==> config.mk <==
export PLATFORM = sky130hd
export DESIGN_NAME = utf8_to_ascii_transliterator
export DESIGN_NICKNAME = d
export VERILOG_FILES = /design/src/design/u2a_pkg.sv /design/src/design/u2a_front.sv /design/src/design/u2a_queue.sv /design/src/design/u2a_back.sv /design/src/design/utf8_to_ascii_transliterator.sv
export SDC_FILE = /design/constraint.sdc
export NUM_CORES = 1
export LEC_CHECK = 0
export BUFFER_PORTS_ARGS = -buffer_cell sky130_fd_sc_hd__buf_2
export CORE_MARGIN = 2
export CORE_UTILIZATION = 50
export CTS_BUF_LIST = sky130_fd_sc_hd__clkbuf_8
export CTS_CLUSTER_DIAMETER = 40
export DETAILED_ROUTE_END_ITERATION = 8
export GPL_ROUTABILITY_DRIVEN = 1
export PLACE_DENSITY = 0.75
export SYNTH_ARGS = -nofsm -noshare
export SYNTH_HDL_FRONTEND = slang
export SYNTH_SLANG_ARGS = --single-unit
==> constraint.sdc <==
create_clock -name clk -period 6.2 [get_ports clk]
set_input_delay 1.24 -clock clk [delete_from_list [all_inputs] [get_ports clk]]
set_output_delay 1.24 -clock clk [all_outputs]
set_load 0.03 [all_outputs]
==> src/design/u2a_pkg.sv <==
// ----------------------------------------------------------------------------
// u2a_pkg
// Shared types, constants and the transliteration table of the UTF-8 to
// ASCII transliterator.
// ----------------------------------------------------------------------------
`default_nettype none

package u2a_pkg;

  // Register map: word index of each configuration register.
  localparam int unsigned RegAddrWidth = 3;
  localparam logic [0:0] REG_OUT_CAPACITY = 1'b0;
  localparam logic [15:0] OutCapacityReset = 16'd256;

  // Depth of the job queue between the decoder and the output stage.
  localparam int unsigned QueueDepth = 4;
  localparam int unsigned QueuePtrWidth = $clog2(QueueDepth);

  // Characters used by the table and the fallback.
  localparam logic [7:0] CH_NUL = 8'h00;
  localparam logic [7:0] CH_QMARK = 8'h3f;

  // One decoded byte's worth of output: up to three characters, in order
  // from text[0], or the terminator.
  typedef struct packed {
    logic term;
    logic [1:0] count;
    logic [2:0][7:0] text;
  } u2a_job_t;

  // Result of a table lookup: replacement text and its length.
  typedef struct packed {
    logic [1:0] len;
    logic [2:0][7:0] text;
  } u2a_xlat_t;

  // Replacement string of a completed code point.
  function automatic u2a_xlat_t xlat_code(input logic [20:0] code);
    u2a_xlat_t r;
    r.len = 2'd1;
    r.text = {CH_NUL, CH_NUL, CH_QMARK};
    case (code)
      21'h0000a9: begin
        r.len = 2'd3;
        r.text = {8'h29, 8'h63, 8'h28};  // "(c)"
      end
      21'h0000d7: r.text = {CH_NUL, CH_NUL, 8'h78};  // "x"
      21'h002013: r.text = {CH_NUL, CH_NUL, 8'h2d};  // "-"
      21'h002018: r.text = {CH_NUL, CH_NUL, 8'h27};  // "'"
      21'h002019: r.text = {CH_NUL, CH_NUL, 8'h27};
      21'h00201c: r.text = {CH_NUL, CH_NUL, 8'h22};  // double quote
      21'h00201d: r.text = {CH_NUL, CH_NUL, 8'h22};
      21'h002192: begin
        r.len = 2'd2;
        r.text = {CH_NUL, 8'h3e, 8'h2d};  // "->"
      end
      21'h00feff: begin
        r.len = 2'd0;
        r.text = {CH_NUL, CH_NUL, CH_NUL};
      end
      default: r.len = 2'd1;
    endcase
    return r;
  endfunction

endpackage

`default_nettype wire

==> src/design/u2a_front.sv <==
// ----------------------------------------------------------------------------
// u2a_front
// Decodes input bytes, assembles code points, applies the buffer limit and
// produces one job per byte that has any output.
// ----------------------------------------------------------------------------
`default_nettype none

module u2a_front (
  input  wire logic clk,
  input  wire logic rst,
  input  wire logic in_fire,
  input  wire logic [7:0] in_byte,
  input  wire logic [15:0] out_capacity,
  output u2a_pkg::u2a_job_t job,
  output logic job_valid
);
  import u2a_pkg::*;

  logic [15:0] out_count;
  logic [15:0] out_count_next;
  logic [20:0] pending_code;
  logic [20:0] pending_code_next;
  logic [1:0] bytes_needed;
  logic [1:0] bytes_needed_next;

  logic [20:0] shifted_code;
  u2a_xlat_t xlat;
  u2a_xlat_t cand;
  logic cand_valid;
  logic [17:0] count_ext;
  logic [17:0] cap_ext;
  logic [1:0] allowed;
  logic [1:0] emit_n;

  assign shifted_code = {pending_code[14:0], in_byte[5:0]};
  assign xlat = xlat_code(shifted_code);

  // Number of characters that still fit, at most three.
  assign count_ext = {2'b00, out_count};
  assign cap_ext = {2'b00, out_capacity};
  always_comb begin
    if (count_ext + 18'd4 <= cap_ext) begin
      allowed = 2'd3;
    end else if (count_ext + 18'd3 <= cap_ext) begin
      allowed = 2'd2;
    end else if (count_ext + 18'd2 <= cap_ext) begin
      allowed = 2'd1;
    end else begin
      allowed = 2'd0;
    end
  end

  // Byte classification and sequence assembly.
  always_comb begin
    pending_code_next = pending_code;
    bytes_needed_next = bytes_needed;
    cand.len = 2'd0;
    cand.text = {CH_NUL, CH_NUL, CH_NUL};
    cand_valid = 1'b0;
    if (in_byte == 8'h00) begin
      pending_code_next = '0;
      bytes_needed_next = 2'd0;
    end else if (in_byte[7] == 1'b0) begin
      cand.len = 2'd1;
      cand.text = {CH_NUL, CH_NUL, in_byte};
      cand_valid = 1'b1;
      bytes_needed_next = 2'd0;
    end else if (in_byte[7:6] == 2'b10) begin
      if (bytes_needed != 2'd0) begin
        pending_code_next = shifted_code;
        bytes_needed_next = bytes_needed - 2'd1;
        if (bytes_needed == 2'd1) begin
          cand = xlat;
          cand_valid = 1'b1;
        end
      end
    end else if (in_byte[7:5] == 3'b110) begin
      pending_code_next = {16'd0, in_byte[4:0]};
      bytes_needed_next = 2'd1;
    end else if (in_byte[7:4] == 4'b1110) begin
      pending_code_next = {17'd0, in_byte[3:0]};
      bytes_needed_next = 2'd2;
    end else if (in_byte[7:3] == 5'b11110) begin
      pending_code_next = {18'd0, in_byte[2:0]};
      bytes_needed_next = 2'd3;
    end
  end

  // Job assembly with the buffer limit applied.
  always_comb begin
    emit_n = (cand.len < allowed) ? cand.len : allowed;
    if (!cand_valid) begin
      emit_n = 2'd0;
    end
    job.term = (in_byte == 8'h00);
    job.text = cand.text;
    job.count = emit_n;
    out_count_next = out_count + {14'd0, emit_n};
    if (in_byte == 8'h00) begin
      job.count = 2'd1;
      job.text = {CH_NUL, CH_NUL, CH_NUL};
      out_count_next = '0;
    end
    job_valid = in_fire && (job.count != 2'd0);
  end

  // State registers.
  always_ff @(posedge clk) begin
    if (rst) begin
      out_count <= '0;
      pending_code <= '0;
      bytes_needed <= 2'd0;
    end else if (in_fire) begin
      out_count <= out_count_next;
      pending_code <= pending_code_next;
      bytes_needed <= bytes_needed_next;
    end
  end

endmodule

`default_nettype wire

==> src/design/u2a_queue.sv <==
// ----------------------------------------------------------------------------
// u2a_queue
// Short job queue between the decoder and the output stage.
// ----------------------------------------------------------------------------
`default_nettype none

module u2a_queue (
  input  wire logic clk,
  input  wire logic rst,
  input  wire logic push,
  input  wire u2a_pkg::u2a_job_t push_job,
  input  wire logic pop,
  output u2a_pkg::u2a_job_t head,
  output logic empty,
  output logic full
);
  import u2a_pkg::*;

  u2a_job_t slots [QueueDepth];
  logic [QueuePtrWidth-1:0] wr_ptr;
  logic [QueuePtrWidth-1:0] rd_ptr;
  logic [QueuePtrWidth:0] fill;

  assign empty = (fill == '0);
  assign full = (fill == (QueuePtrWidth+1)'(QueueDepth));
  assign head = slots[rd_ptr];

  // Storage is written without reset; only pointers and the fill count are cleared.
  always_ff @(posedge clk) begin
    if (push) begin
      slots[wr_ptr] <= push_job;
    end
  end

  // Pointer and fill bookkeeping.
  always_ff @(posedge clk) begin
    if (rst) begin
      wr_ptr <= '0;
      rd_ptr <= '0;
      fill <= '0;
    end else begin
      if (push) begin
        wr_ptr <= wr_ptr + 1'b1;
      end
      if (pop) begin
        rd_ptr <= rd_ptr + 1'b1;
      end
      if (push && !pop) begin
        fill <= fill + 1'b1;
      end else if (pop && !push) begin
        fill <= fill - 1'b1;
      end
    end
  end

  a_no_overflow : assert property (@(posedge clk) disable iff (rst) push |-> !full)
    else $error("job pushed into a full queue");
  a_no_underflow : assert property (@(posedge clk) disable iff (rst) pop |-> !empty)
    else $error("job popped from an empty queue");
  a_fill_bound : assert property (@(posedge clk) disable iff (rst)
    fill <= (QueuePtrWidth+1)'(QueueDepth))
    else $error("queue fill beyond depth");

endmodule

`default_nettype wire

==> src/design/u2a_back.sv <==
// ----------------------------------------------------------------------------
// u2a_back
// Output stage: walks the characters of the head job into the output
// register, one word per cycle while m_tready is high.
// ----------------------------------------------------------------------------
`default_nettype none

module u2a_back (
  input  wire logic clk,
  input  wire logic rst,
  input  wire u2a_pkg::u2a_job_t head,
  input  wire logic empty,
  output logic pop,
  output logic m_tvalid,
  input  wire logic m_tready,
  output logic [7:0] m_tdata,
  output logic m_tuser,
  output logic m_tlast
);
  import u2a_pkg::*;

  logic [1:0] idx;
  logic load;
  logic at_last;

  assign load = !empty && (!m_tvalid || m_tready);
  assign at_last = (idx == head.count - 2'd1);
  assign pop = load && at_last;

  // Character index within the head job, and the output valid flag.
  always_ff @(posedge clk) begin
    if (rst) begin
      idx <= 2'd0;
      m_tvalid <= 1'b0;
    end else begin
      if (load) begin
        idx <= at_last ? 2'd0 : idx + 2'd1;
        m_tvalid <= 1'b1;
      end else if (m_tready) begin
        m_tvalid <= 1'b0;
      end
    end
  end

  // Output payload register.
  always_ff @(posedge clk) begin
    if (load) begin
      m_tdata <= head.text[idx];
      m_tuser <= head.term;
      m_tlast <= at_last;
    end
  end

  a_idx_in_job : assert property (@(posedge clk) disable iff (rst)
    !empty |-> (idx < head.count))
    else $error("character index past the end of the job");
  a_term_is_last : assert property (@(posedge clk) disable iff (rst)
    (m_tvalid && m_tuser) |-> m_tlast)
    else $error("terminator word not marked last");
  a_term_is_nul : assert property (@(posedge clk) disable iff (rst)
    (m_tvalid && m_tuser) |-> (m_tdata == CH_NUL))
    else $error("terminator word carries a character");

endmodule

`default_nettype wire

==> src/design/utf8_to_ascii_transliterator.sv <==
// ----------------------------------------------------------------------------
// utf8_to_ascii_transliterator
// Streams UTF-8 bytes in and transliterated ASCII characters out.
// ----------------------------------------------------------------------------
// Each input byte gives zero to three output words; a zero byte gives the
// terminator word (tuser high) and resets the string state. The decoder
// takes a new byte every cycle while its four-entry job queue has room;
// the output stage delivers one word per cycle while m_tready is high, so
// a byte that expands into three characters holds the output for one word
// per character and the queue absorbs the difference. At most out_capacity
// minus one characters per string are emitted and later ones are dropped;
// the terminator never is.
// The capacity register (byte address 0, reset 256) may only be written
// while no string bytes are in flight.
`default_nettype none

module utf8_to_ascii_transliterator (
  input  wire logic clk,
  input  wire logic rst,
  // Input stream.
  input  wire logic s_tvalid,
  output logic s_tready,
  input  wire logic [7:0] s_tdata,  // [7:0] in_byte
  // Output stream.
  output logic m_tvalid,
  input  wire logic m_tready,
  output logic [7:0] m_tdata,  // [7:0] out_char
  output logic m_tuser,  // [0] is_terminator
  output logic m_tlast,  // last word caused by one input byte
  // Configuration port.
  input  wire logic psel,
  input  wire logic penable,
  input  wire logic pwrite,
  input  wire logic [u2a_pkg::RegAddrWidth-1:0] paddr,
  input  wire logic [31:0] pwdata,
  output logic [31:0] prdata,
  output logic pready
);
  import u2a_pkg::*;

  logic [15:0] out_capacity;
  logic in_fire;
  u2a_job_t job;
  logic job_valid;
  u2a_job_t head;
  logic q_empty;
  logic q_full;
  logic q_pop;

  // Configuration register.
  assign pready = 1'b1;
  always_ff @(posedge clk) begin
    if (rst) begin
      out_capacity <= OutCapacityReset;
    end else if (psel && penable && pwrite && pready
                 && paddr[RegAddrWidth-1] == REG_OUT_CAPACITY) begin
      out_capacity <= pwdata[15:0];
    end
  end
  assign prdata = (paddr[RegAddrWidth-1] == REG_OUT_CAPACITY) ?
                  {16'd0, out_capacity} : 32'd0;

  // Input handshake.
  assign s_tready = !q_full;
  assign in_fire = s_tvalid && s_tready;

  u2a_front u_front (
    .clk(clk),
    .rst(rst),
    .in_fire(in_fire),
    .in_byte(s_tdata),
    .out_capacity(out_capacity),
    .job(job),
    .job_valid(job_valid)
  );

  u2a_queue u_queue (
    .clk(clk),
    .rst(rst),
    .push(job_valid),
    .push_job(job),
    .pop(q_pop),
    .head(head),
    .empty(q_empty),
    .full(q_full)
  );

  u2a_back u_back (
    .clk(clk),
    .rst(rst),
    .head(head),
    .empty(q_empty),
    .pop(q_pop),
    .m_tvalid(m_tvalid),
    .m_tready(m_tready),
    .m_tdata(m_tdata),
    .m_tuser(m_tuser),
    .m_tlast(m_tlast)
  );

endmodule

`default_nettype wire

==> out/results.txt <==
Initial Utilization: 0.507
number of core rows: 44
compound-cell area share of the yosys netlist: 0.102
placed instance area: 7650 um2
actual slew at the worst max-slew pin: 1160 ps
antenna viol nets, final: 0
largest cells by area after synthesis: edfxtp_1 (25%), dfxtp_1 (17%), ha_1 (11%)
number of cells on the worst reg-to-reg path: 26
Async SR Flop Fraction: 0
post-synthesis sequential area ratio: 0.419
hold worst-path end: out_capacity[1]
quantity of hold-fixing buffers added after cts: 0
post-CTS repair timing setup buffer count: 0
simple-gate share of the synthesized area: 0.189
top cells by instance count after synthesis: nand2_1 (105), nor2_1 (69), ha_1 (62)
cell type with the highest aggregate area in the netlist: edfxtp_1
xor-xnor portion of the synthesized cell area: 0.0673
overall power of the completed layout: 2.19 mW
total power density per cell area: 274 nW/um2
Remaining DRCs: 0
Mapped Avg Cell Area: 9.43 um2
grt total ovfl: 0
worst hold path class: reg2reg
distinct cell type count of the synthesized netlist: 63
global-route usage over all layers: 0.204
startpoint of the worst-slack reg-to-reg timing path: u_front.out_count[2]
worst-case register-to-register setup slack: 590 ps
cell depth of the worst hold path: 2
P&R area growth vs syn: 9.69%
Post-synth EDFFs: 61
predominant post-synthesis flop cell: edfxtp_1
IR drop worst, VDD: 139 uV
Die Y: 125 um
summed instance area of the synthesized netlist: 7290 um2
half-perimeter wire length after placement: 11.4 mm
die width: 125 um
worst relative slew slack: 0.227
mean routed wirelength per cell: 15.2 um
dominant cell by count in the synthesized netlist: nand2_1
level count of the clock H-tree: 4
DRT Pass-1 Iters: 5
maximum number of pins on one net before global-route repair: 48
Max Root-Sink Buffers: 2
antenna violations before repair: 0
required time at the endpoint of the critical path: 6520 ps
core box area: 14400 um2
class of the most critical setup path: reg2reg
via count of the first global-routing pass: 5161
final count of hold timing violations: 0
number of violations of the max-capacitance limit: 0
final slew viol count: 0
Pleak: 3.18 nW
final critical delay including setup and external delays: 5610 ps
quantity of I/O buffers inserted on ports: 58
total die area: 15600 um2
RD Place Congestion: 0.903
setup-violating endpoint count in the final report: 0
clock latency of the later-clocked register in the worst-skew pair: 450 ps
register bit total from synthesis: 122
Clock Skew: 10.7 ps
routed wire length: 15.5 mm
setup repair after global routing missed its margin: no
share of cell area taken by muxes after synthesis: 0.0464
root buffer cell: clkbuf_8
Worst Path Max Fanout: 7
antenna fix cells: 0
outcome: complete, no violations
Sum Neg Setup Slack: 0 ps
fin area: 7990 um2
fraction of post-synthesis cell area in the top cell type by area: 0.251
crit share post-route: 0.904
type of element launching the critical path: flip-flop
Worst-path clk slew: 80 ps
Hold WS: 453 ps
Post-Synth Adder-Cell Area: 0.112
Iter 0 DRT Violations: 362
Reg-to-Reg End: u_front.out_count[4]
routed via count: 5518
yosys warns: 0
main combinational cell family by area after synthesis: simple AND/OR/NAND/NOR gates
achievable clock frequency: 0.178 GHz
final core utilization: 0.556
fraction of layout instances using a drive strength above 1: 0.140
startpoint of the tightest hold check path: out_capacity[1]
Sinks on Clock Net: 122
clock tree from TritonCTS: done
global-route wire length before repair: 25.5 mm
number of standard cells after synthesis: 773
cts bufs inserted: 17
routed via count divided by cell count: 5.44
number of resized instances in the post-cts repair step: 0
Crit path arrival time: 5930 ps
I/O pin cnt: 95
number of nets in the finished design: 933
Critical Path Sink Type: flip-flop
[report_power, final]
part / switching [mW] / total [mW] / internal [mW]
logic: 0.329 / 0.537 / 0.208
clock network: 0.327 / 0.634 / 0.307
registers: 0.0702 / 1.02 / 0.951
[critical path: stages (launching register included)]
cell       delay [ps]
dfxtp_1           480
ha_1              320
nand3_1           150
nor3_1            300
buf_4             190
and3_1            230
nand3_1           140
xnor2_1           170
ha_1              300
nand2_1            50
or2_2             300
o2111ai_1         330
nand2_1           120
or2_2             300
inv_1              60
ha_1              150
and3_1            150
a211o_1           120
o31ai_1            90
inv_1              80
ha_1              180
inv_1              60
fa_1              400
nor2_1            460
nand2_1           130
xor2_1            150
nor2_1             50
[per-stage QoR]
step | instances | setup slack [ps]
after detailed placement | 984 | 700
after global placement | 984 | 769
final | 1015 | 594
after CTS | 1015 | 621
after floorplan | 789 | 1180
after global routing | 1015 | 214
[cell usage in the layout (no fill, tap or decap), types with 11 or more instances in the layout]
| master | instances |
|---|---|
| xnor2_1 | 31 |
| nor3_1 | 11 |
| nand4_1 | 15 |
| nand3_1 | 30 |
| o21ai_0 | 17 |
| clkbuf_8 | 17 |
| a21oi_1 | 60 |
| ha_1 | 62 |
| inv_1 | 52 |
| buf_2 | 58 |
| xor2_1 | 25 |
| nand2_1 | 105 |
| nor2_1 | 69 |
| edfxtp_1 | 61 |
| conb_1 | 18 |
| dfxtp_1 | 61 |
| mux4_2 | 13 |
[cells by family after synthesis]
logic type,after synthesis
simple gates,286
flops,122
compound gates,121
buf+inv,105
fa+ha+maj,64
xor+xnor,56
mux,17
other cells,2
[routing by layer]
| metal | vias up | share of wire | GRT usage |
|---|---|---|---|
| met3 | 15 | 0.058 | 0.0537 |
| met2 | 173 | 0.48 | 0.334 |
| met5 | - | 0 | 0 |
| met1 | 2563 | 0.45 | 0.270 |
| met4 | 0 | 0.011 | 0.0562 |
| li1 | 2767 | - | - |
[sequential cells by signal, summed over array words and instances (netlist names), named ones only]
name and flops:
u_queue.slots 52, out_capacity 16, u_front.out_count 16, u_front.pending_code 15, u_back.m_tdata 7, u_queue.fill 3
u_back.idx 2, u_front.bytes_needed 2, u_queue.rd_ptr 2, u_queue.wr_ptr 2, u_back.m_tlast 1, u_back.m_tuser 1
u_back.m_tvalid 1
[final cells by class]
cell class                 count  area (um2)
clock buffer                  17         234
clock inverter                14         110
fill                        1282        6380
inverter                      51         191
multi-input combinational    562        3830
sequential                   122        3050
tap                          184         230
timing repair buffer          65         343
[how the worst max path moves through the flow]
stage | endpoint | start | cells after the start | slack, ps
floorplan | u_queue.fill[2] | u_front.out_count[2] | 27 | 1180
global placement | u_front.out_count[14] | u_front.out_count[2] | 26 | 770
detailed placement | u_front.out_count[12] | u_front.out_count[2] | 26 | 700
CTS | u_front.out_count[12] | u_front.out_count[2] | 26 | 620
global route | u_front.out_count[12] | u_front.out_count[2] | 26 | 210
finish | u_front.out_count[4] | u_front.out_count[2] | 26 | 590
Note: power is estimated with default switching activity, not from simulation.
